$ cat src/rtl/teq_pkg.sv
package teq_pkg;

  localparam int DEF_SLOTS = 8;

  // operation codes carried in the mode field
  localparam logic [2:0] MODE_CHECK     = 3'd0;
  localparam logic [2:0] MODE_ADD_AT    = 3'd1;
  localparam logic [2:0] MODE_ADD_DELAY = 3'd2;
  localparam logic [2:0] MODE_ADD_CB    = 3'd3;
  localparam logic [2:0] MODE_QUERY     = 3'd4;

  typedef struct packed {
    logic [2:0]  mode;
    logic [31:0] current_time;
    logic [31:0] time_value;
    logic [7:0]  pin_id;
    logic [7:0]  pin_value;
    logic [7:0]  callback_tag;
  } teq_in_t;

  typedef struct packed {
    logic       fired;
    logic [7:0] fired_pin;
    logic [7:0] fired_value;
    logic [7:0] fired_tag;
    logic       tag_found;
    logic       evicted;
  } teq_out_t;

  typedef struct packed {
    logic [31:0] due;
    logic [7:0]  pin;
    logic [7:0]  value;
    logic [7:0]  tag;
  } teq_entry_t;

  // controller -> datapath
  typedef struct packed {
    logic load;      // take the input word, clear the result
    logic pop;       // drop the head entry
    logic evict;     // flag the drop in the result
    logic rd_head;   // read the head entry
    logic fire;      // evaluate the head entry against the current time
    logic rd_ins;    // first read of the insertion walk
    logic ins_step;  // one step of the insertion walk
    logic qry_step;  // one step of the tag scan
    logic out_load;  // move the result into the output register
  } teq_cmd_t;

  // datapath -> controller
  typedef struct packed {
    logic full;       // every slot live
    logic ins_place;  // the new entry lands at the walk position now
    logic qry_more;   // tag scan has entries left to read
  } teq_stat_t;

endpackage

$ cat src/rtl/teq_ctrl.sv
module teq_ctrl (
  input  logic             clk,
  input  logic             rst_n,
  input  logic             in_valid,
  input  logic [2:0]       in_mode,
  output logic             in_ready,
  input  logic             out_ready,
  output logic             out_valid,
  input  teq_pkg::teq_stat_t st,
  output teq_pkg::teq_cmd_t  cmd
);
  import teq_pkg::*;

  typedef enum logic [2:0] {
    S_IDLE,
    S_CHK_RD,
    S_CHK_EVAL,
    S_INS_RD,
    S_INS_CMP,
    S_QRY,
    S_FIN
  } state_t;

  state_t state_r, state_nxt;
  logic   out_valid_r, out_valid_nxt;

  always_comb begin
    state_nxt     = state_r;
    out_valid_nxt = out_valid_r & ~out_ready;
    cmd           = '0;
    case (state_r)
      S_IDLE: begin
        if (in_valid) begin
          cmd.load = 1'b1;
          case (in_mode)
            MODE_CHECK: state_nxt = S_CHK_RD;
            MODE_ADD_AT, MODE_ADD_DELAY, MODE_ADD_CB: begin
              if (st.full) begin
                cmd.pop   = 1'b1;
                cmd.evict = 1'b1;
              end
              state_nxt = S_INS_RD;
            end
            MODE_QUERY: state_nxt = S_QRY;
            default:    state_nxt = S_FIN;
          endcase
        end
      end
      S_CHK_RD: begin
        cmd.rd_head = 1'b1;
        state_nxt   = S_CHK_EVAL;
      end
      S_CHK_EVAL: begin
        cmd.fire  = 1'b1;
        state_nxt = S_FIN;
      end
      S_INS_RD: begin
        cmd.rd_ins = 1'b1;
        state_nxt  = S_INS_CMP;
      end
      S_INS_CMP: begin
        cmd.ins_step = 1'b1;
        if (st.ins_place) state_nxt = S_FIN;
      end
      S_QRY: begin
        cmd.qry_step = 1'b1;
        if (!st.qry_more) state_nxt = S_FIN;
      end
      S_FIN: begin
        if (!out_valid_r || out_ready) begin
          cmd.out_load  = 1'b1;
          out_valid_nxt = 1'b1;
          state_nxt     = S_IDLE;
        end
      end
      default: state_nxt = S_IDLE;
    endcase
  end

  always_ff @(posedge clk) begin
    if (!rst_n) begin
      state_r     <= S_IDLE;
      out_valid_r <= 1'b0;
    end else begin
      state_r     <= state_nxt;
      out_valid_r <= out_valid_nxt;
    end
  end

  assign in_ready  = (state_r == S_IDLE);
  assign out_valid = out_valid_r;

endmodule

$ cat src/rtl/teq_dpath.sv
module teq_dpath #(
  parameter int SLOTS = teq_pkg::DEF_SLOTS
) (
  input  logic              clk,
  input  logic              rst_n,
  input  teq_pkg::teq_in_t  in_word,
  input  teq_pkg::teq_cmd_t cmd,
  output teq_pkg::teq_stat_t st,
  output teq_pkg::teq_out_t out_word
);
  import teq_pkg::*;

  localparam int IW = (SLOTS > 1) ? $clog2(SLOTS) : 1;
  localparam int CW = $clog2(SLOTS + 1);

  // ring of entries, head is the earliest; logical order == due order
  teq_entry_t mem [SLOTS];
  teq_entry_t rdata_r;

  logic [IW-1:0] head_r, head_nxt;
  logic [CW-1:0] count_r, count_nxt;
  logic [CW-1:0] j_r, j_nxt;
  logic          pend_r, pend_nxt;
  teq_entry_t    key_r, key_nxt;
  logic [31:0]   now_r;
  teq_out_t      res_r, res_nxt;
  teq_out_t      out_r;

  logic [IW-1:0] raddr;
  logic [IW-1:0] waddr;
  teq_entry_t    wdata;
  logic          we;
  logic          pop;
  logic          fire_ok;
  logic          is_add;
  logic [CW-1:0] j_m1, j_m2;

  function automatic logic [IW-1:0] phys(input logic [IW-1:0] h, input logic [CW-1:0] l);
    logic [CW:0] s;
    s = (CW+1)'(h) + (CW+1)'(l);
    if (s >= (CW+1)'(SLOTS)) s = s - (CW+1)'(SLOTS);
    return s[IW-1:0];
  endfunction

  assign j_m1 = (j_r == '0) ? '0 : j_r - CW'(1);
  assign j_m2 = (j_r < CW'(2)) ? '0 : j_r - CW'(2);

  assign st.full      = (count_r == CW'(SLOTS));
  assign st.ins_place = (j_r == '0) || !(rdata_r.due > key_r.due);
  assign st.qry_more  = (j_r < count_r);

  assign is_add  = (in_word.mode == MODE_ADD_AT) || (in_word.mode == MODE_ADD_DELAY) ||
                   (in_word.mode == MODE_ADD_CB);
  assign fire_ok = cmd.fire && (count_r != '0) && (now_r > rdata_r.due);
  assign pop     = cmd.pop | fire_ok;

  always_comb begin
    raddr = head_r;
    if (cmd.rd_head)  raddr = head_r;
    if (cmd.rd_ins)   raddr = phys(head_r, j_m1);
    if (cmd.ins_step) raddr = phys(head_r, j_m2);
    if (cmd.qry_step) raddr = phys(head_r, j_r);
  end

  assign we    = cmd.ins_step;
  assign waddr = phys(head_r, j_r);
  assign wdata = st.ins_place ? key_r : rdata_r;

  always_comb begin
    head_nxt  = head_r;
    count_nxt = count_r;
    j_nxt     = j_r;
    pend_nxt  = pend_r;
    key_nxt   = key_r;
    res_nxt   = res_r;

    if (pop) begin
      head_nxt  = phys(head_r, CW'(1));
      count_nxt = count_r - CW'(1);
    end

    if (cmd.load) begin
      key_nxt.due   = (in_word.mode == MODE_ADD_AT) ? in_word.time_value
                                                    : in_word.current_time + in_word.time_value;
      key_nxt.pin   = (in_word.mode == MODE_ADD_CB) ? 8'd0 : in_word.pin_id;
      key_nxt.value = (in_word.mode == MODE_ADD_CB) ? 8'd0 : in_word.pin_value;
      key_nxt.tag   = ((in_word.mode == MODE_ADD_CB) || (in_word.mode == MODE_QUERY))
                      ? in_word.callback_tag : 8'd0;
      res_nxt         = '0;
      res_nxt.evicted = cmd.evict;
      pend_nxt        = 1'b0;
      if (cmd.pop)     j_nxt = CW'(SLOTS - 1);
      else if (is_add) j_nxt = count_r;
      else             j_nxt = '0;
    end

    if (fire_ok) begin
      res_nxt.fired       = 1'b1;
      res_nxt.fired_pin   = rdata_r.pin;
      res_nxt.fired_value = rdata_r.value;
      res_nxt.fired_tag   = rdata_r.tag;
    end

    if (cmd.ins_step) begin
      if (st.ins_place) count_nxt = count_r + CW'(1);
      else              j_nxt     = j_m1;
    end

    if (cmd.qry_step) begin
      if (pend_r && (key_r.tag != 8'd0) && (rdata_r.tag == key_r.tag)) res_nxt.tag_found = 1'b1;
      if (st.qry_more) begin
        pend_nxt = 1'b1;
        j_nxt    = j_r + CW'(1);
      end else begin
        pend_nxt = 1'b0;
      end
    end
  end

  always_ff @(posedge clk) begin
    if (!rst_n) begin
      head_r  <= '0;
      count_r <= '0;
      pend_r  <= 1'b0;
    end else begin
      head_r  <= head_nxt;
      count_r <= count_nxt;
      pend_r  <= pend_nxt;
    end
  end

  always_ff @(posedge clk) begin
    j_r   <= j_nxt;
    key_r <= key_nxt;
    res_r <= res_nxt;
    if (cmd.load)     now_r <= in_word.current_time;
    if (cmd.out_load) out_r <= res_r;
  end

  always_ff @(posedge clk) begin
    if (we) mem[waddr] <= wdata;
    rdata_r <= mem[raddr];
  end

  assign out_word = out_r;

endmodule

$ cat src/rtl/timed_event_queue_unit.sv
// Timed event queue: holds up to SLOTS pending events (pin writes or callback
// tags) in due-time order and answers one result word for every input word.
// Mode selects check (fire and remove the earliest event once current_time is
// strictly past its due time, at most one per check), add at an absolute time,
// add after a delay (current_time + delay, wrapping at 32 bits), add a callback
// after a delay, or query whether a nonzero tag is pending. An event that ties
// pending due times goes after them. Adding to a full queue drops the earliest
// event unfired and sets evicted. Entries sit in a ring in one memory with a
// registered read port, head at the earliest event; firing or eviction just
// advances the head. A check reads the head entry and then evaluates it; an add
// walks back from the tail, moving each pending event due strictly later than
// the new one a slot on, one entry read and one entry moved per cycle; a query
// reads each pending entry in turn. The result sits in an output register, so
// the next input word is taken while a result word still waits on out_ready.
// No clearing pass after reset: only live ring entries ever affect a result.
module timed_event_queue_unit #(
  parameter int SLOTS = teq_pkg::DEF_SLOTS
) (
  input  logic              clk,
  input  logic              rst_n,
  input  logic              in_valid,
  output logic              in_ready,
  input  teq_pkg::teq_in_t  in_word,
  output logic              out_valid,
  input  logic              out_ready,
  output teq_pkg::teq_out_t out_word
);
  import teq_pkg::*;

  teq_cmd_t  cmd;
  teq_stat_t st;

  // sequencing: accept, memory walk, then hand-off to the output register
  teq_ctrl u_ctrl (
    .clk       (clk),
    .rst_n     (rst_n),
    .in_valid  (in_valid),
    .in_mode   (in_word.mode),
    .in_ready  (in_ready),
    .out_ready (out_ready),
    .out_valid (out_valid),
    .st        (st),
    .cmd       (cmd)
  );

  // ring memory, head/count, walk index and result word
  teq_dpath #(
    .SLOTS (SLOTS)
  ) u_dpath (
    .clk      (clk),
    .rst_n    (rst_n),
    .in_word  (in_word),
    .cmd      (cmd),
    .st       (st),
    .out_word (out_word)
  );

endmodule

$ cat config.mk
export PLATFORM = sky130hd
export DESIGN_NAME = timed_event_queue_unit
export DESIGN_NICKNAME = d
export VERILOG_FILES = /design/src/rtl/teq_pkg.sv /design/src/rtl/teq_ctrl.sv /design/src/rtl/teq_dpath.sv /design/src/rtl/timed_event_queue_unit.sv
export SDC_FILE = /design/constraint.sdc
export NUM_CORES = 1
export LEC_CHECK = 0
export ABC_AREA = 1
export BUFFER_PORTS_ARGS = -buffer_cell sky130_fd_sc_hd__buf_2
export CORE_MARGIN = 2
export CORE_UTILIZATION = 65
export DETAILED_ROUTE_END_ITERATION = 12
export PLACE_DENSITY = 0.83
export SLEW_MARGIN = 15
export SYNTH_ARGS = -nofsm -noshare
export SYNTH_HDL_FRONTEND = slang
export SYNTH_SLANG_ARGS = --single-unit
$ cat constraint.sdc
create_clock -name clk -period 11.9 [get_ports clk]
set_input_delay 2.38 -clock clk [delete_from_list [all_inputs] [get_ports clk]]
set_output_delay 2.38 -clock clk [all_outputs]
set_load 0.02 [all_outputs]
==> impl_summary.log <==
[metrics] outcome: finished, final reports clean
[metrics] CTS Buffer Depth: 3
[metrics] Resize count post-CTS: 0
[metrics] number of vias per cell: 5.79
[metrics] sequential cell area fraction in the yosys report: between 60% and 70%
[metrics] Site Rows: 78
[metrics] Clock Sinks: ~660
[metrics] cell at the slowest stage of the critical path: buf_4
[metrics] Hold Buf Count CTS: 0
[metrics] post-synth cell types: 47
[metrics] Setup Viol. Count Final: 0
[metrics] final WL: 69900 µm
[metrics] setup skew after layout: 0.0189 ns
[metrics] Final Worst Setup Slack: 6.66 ns
[metrics] worst setup slack after placement: roughly 6.8 ns
[metrics] detailed-routing iteration count for the pre-antenna-repair pass: 6
[metrics] buffers inserted during post-CTS setup optimization: 0
[metrics] cell count after synthesis: 2892
[metrics] Post-DP HPWL: roughly 41000 µm
[metrics] clock edge transition at the registers on the reported setup and hold paths: about 0.070 ns
[metrics] proportion of synthesized flip-flops having asynchronous set or reset: 0%
[metrics] top-area cell type share of the netlist area: 59.1%
[metrics] Hold WC Path Type: reg -> reg
[metrics] maximum vdd ir drop: between 200 and 300 µV
[metrics] clock tree from TritonCTS: yes
[metrics] count of unresolved DRC violations after routing: 0
[metrics] maximum number of pins on one net before global-route repair: roughly 260
[metrics] endpoint kind of the worst setup timing path: flip-flop
[metrics] Yosys Warn Count: 0
[metrics] CTS H-tree depth: 3
[metrics] Leakage Power: approximately 14 nW
[metrics] starting density of the core: 65.8%
[metrics] startpoint type of the worst setup path: flip-flop
[metrics] Syn-to-layout area delta: 11.3%
[metrics] initial antenna violation count: 0
[metrics] utilization after layout: 73.3%
[metrics] Power Dens Cells: 257 mW/mm²
[metrics] arrival time at the worst endpoint: 5.70 ns
[metrics] number of buffers added by the clock tree synthesis step: just under 70
[metrics] root buffer selected by CTS: clkbuf_16
[metrics] Cell Chain, Critical Path: inv_1, ha_1, nand2_1, nor2_1, nor2_1, ha_1, o21ai_1, o21ai_1, o21ai_4, buf_4, buf_12, buf_4, nand2_1, o21ai_1, nor2_1, o21ai_1, nand2_1
[metrics] cell taking the most area after synthesis: edfxtp_1
[metrics] Max Cap Violations: 0
[metrics] gp weighted congestion: between 0.9 and 1
[metrics] number of global-route vias before repair: 20851
[metrics] width of the die: 218 µm
[metrics] kind of critical path: reg -> reg
[metrics] ys flop type: edfxtp_1
[metrics] count of input and output buffers: 123
[metrics] total die area: 0.0477 mm²
[metrics] global-route congestion overflow total: 0
[metrics] number of antenna-violating nets in the routed design: 0
[metrics] Pins Over Slew Limit: 0
[metrics] portion of the clock cycle consumed by the worst path in the final layout: between 40 and 50%
[metrics] RSZ-0062 raised after global routing: no
[metrics] Total Negative Setup Slacks: 0 ns
[metrics] Avg WL per Cell: 19.2 µm
[metrics] number of enable-type register cells in the synthesized netlist: 588
[metrics] layout cells sized above 1: under 10%
[metrics] core area: approximately 0.045 mm²
[metrics] final critical delay including setup and external delays: around 5.2 ns
[metrics] Commonest cells post-synth: edfxtp_1, nand2_1, inv_1
[metrics] overall die height: 218 µm
[metrics] Synth Net Count: 3100
[metrics] later-pin clock latency in the skew report: 0.60 ns
[metrics] most numerous cell in the Yosys netlist: edfxtp_1
[metrics] worst-margin pin slew: 1.16 ns
[metrics] vias after detailed routing: 21090
[metrics] final hold violations: 0
[metrics] global-route wire length before repair: about 110000 µm
[metrics] critical path fanouts, max: 260
[metrics] global routing usage summed across all routing layers: between 20 and 30%
[metrics] violation count after the first detailed-routing iteration: 2430
[metrics] Max Freq: approximately 190 MHz
[metrics] number of synthesized register bits: roughly 660
[metrics] synthesized area per cell: slightly above 10 µm²
[metrics] critical path required time: roughly 12 ns
[metrics] cell mode on critical path: o21ai_1
[metrics] total I/O pin count: 124
[metrics] Net count, final: 3201
[metrics] Max-Slew Margin vs Limit: around 22%
[metrics] main area contributors after synthesis: edfxtp_1, nand2_1, inv_1, dfxtp_1, ha_1
[metrics] cell area after synthesis: 0.0299 mm²
[metrics] delay of the slowest cell on the worst path: between 0.9 and 1 ns
## power breakdown
part	leakage [nW]	internal, W	switching (W)
registers	5.99	0.00339	0.000184
clock network	1.10	0.00127	0.000870
logic	6.91	0.000778	0.00207
total	14.0	0.00544	0.00312
## cell families (layout without fill, tap and decap cells)
group                    after synthesis  count (layout)  share of synthesized area [%]
adder cells (fa/ha/maj)              113             113                           4.83
buffers and inverters                554             705                           7.24
AND/OR/NAND/NOR                      848             848                           11.2
flip-flops                           662             662                           64.1
XOR/XNOR                              23              23                          0.674
AO/OA/AOI/OAI                        692             692                           12.0
other                                  0               1                              0
## cell type report
| class | count | area [µm²] |
|---|---|---|
| multi-input cells | 1676 | 8680 |
| clock buffers | 93 | 1930 |
| inverters | 444 | 1670 |
| diodes | 1 | 2.50 |
| well taps | 600 | 751 |
| flip-flops and latches | 662 | 19100 |
| clock inverters | 27 | 318 |
| repair buffers | 141 | 767 |
| fillers | 2914 | 12100 |
## registers in the layout (all words and copies together), names as in the netlist, 3 cells and up
signal	flops
u_ctrl.state_r	3
u_dpath.count_r	4
u_dpath.head_r	3
u_dpath.j_r	4
u_dpath.key_r	56
u_dpath.mem	448
u_dpath.now_r	32
u_dpath.out_word	27
u_dpath.rdata_r	56
u_dpath.res_r	27
## worst paths after layout
path | startpoint | endpoint | slack [ns] | cells after the start
worst max-delay path | u_dpath.j_r[1]$_DFF_P_ | u_dpath.rdata_r[12]$_DFF_P_ | 6.66 | 17
worst min register to register | u_dpath.res_r[14]$_DFFE_PP_ | u_dpath.out_word[14]$_DFFE_PP_ | 0.41 | 0
worst min-delay path | u_dpath.res_r[14]$_DFFE_PP_ | u_dpath.out_word[14]$_DFFE_PP_ | 0.41 | 0
worst max register to register | u_dpath.j_r[1]$_DFF_P_ | u_dpath.rdata_r[12]$_DFF_P_ | 6.66 | 17
## cells in the final DEF, fill, tap and decap left out, types with 9 or more instances in the layout
master,n
a21oi_1,197
buf_2,123
buf_4,16
clkbuf_1,16
clkbuf_16,72
clkinv_2,11
dfxtp_1,74
edfxtp_1,588
ha_1,109
inv_1,439
nand2_1,498
nand3_1,58
nand4_1,14
nor2_1,238
nor3_1,9
o21ai_0,226
o21ai_1,225
xnor2_1,9
xor2_1,14
## critical path: cells and delay by family, from the launching register on
kind,cells,cell delay [ns]
adders and majority gates,2,0.53
and+or+nand+nor,6,0.75
buffers and inverters,4,2.46
AOI/OAI and AO/OA,5,0.69
DFF,1,0.42
## routing by layer
layer | part of all wire (%) | wire [µm] | track usage (%) | up-vias
met5 | 0 | 0 | 0 | -
met4 | 2.9 | 2030 | 11.4 | 0
met3 | 8.4 | 5870 | 4.31 | 145
met2 | 49 | 34500 | 50.4 | 1020
met1 | 39 | 27600 | 38.6 | 9964
li1 | - | - | - | 9961
## per-stage QoR
stage	instance area (µm²)	instances	hold slack (ns)	power [W]
after global placement	31000	3523	0.401	0.00614
after global routing	33300	3643	0.424	0.00905
after detailed placement	31000	3523	0.405	0.00634
after CTS	33300	3643	0.415	0.00854
after floorplan	29900	2892	0.400	0.00558
final	33300	3644	0.411	0.00856
Power figures use the tool's default switching activity.
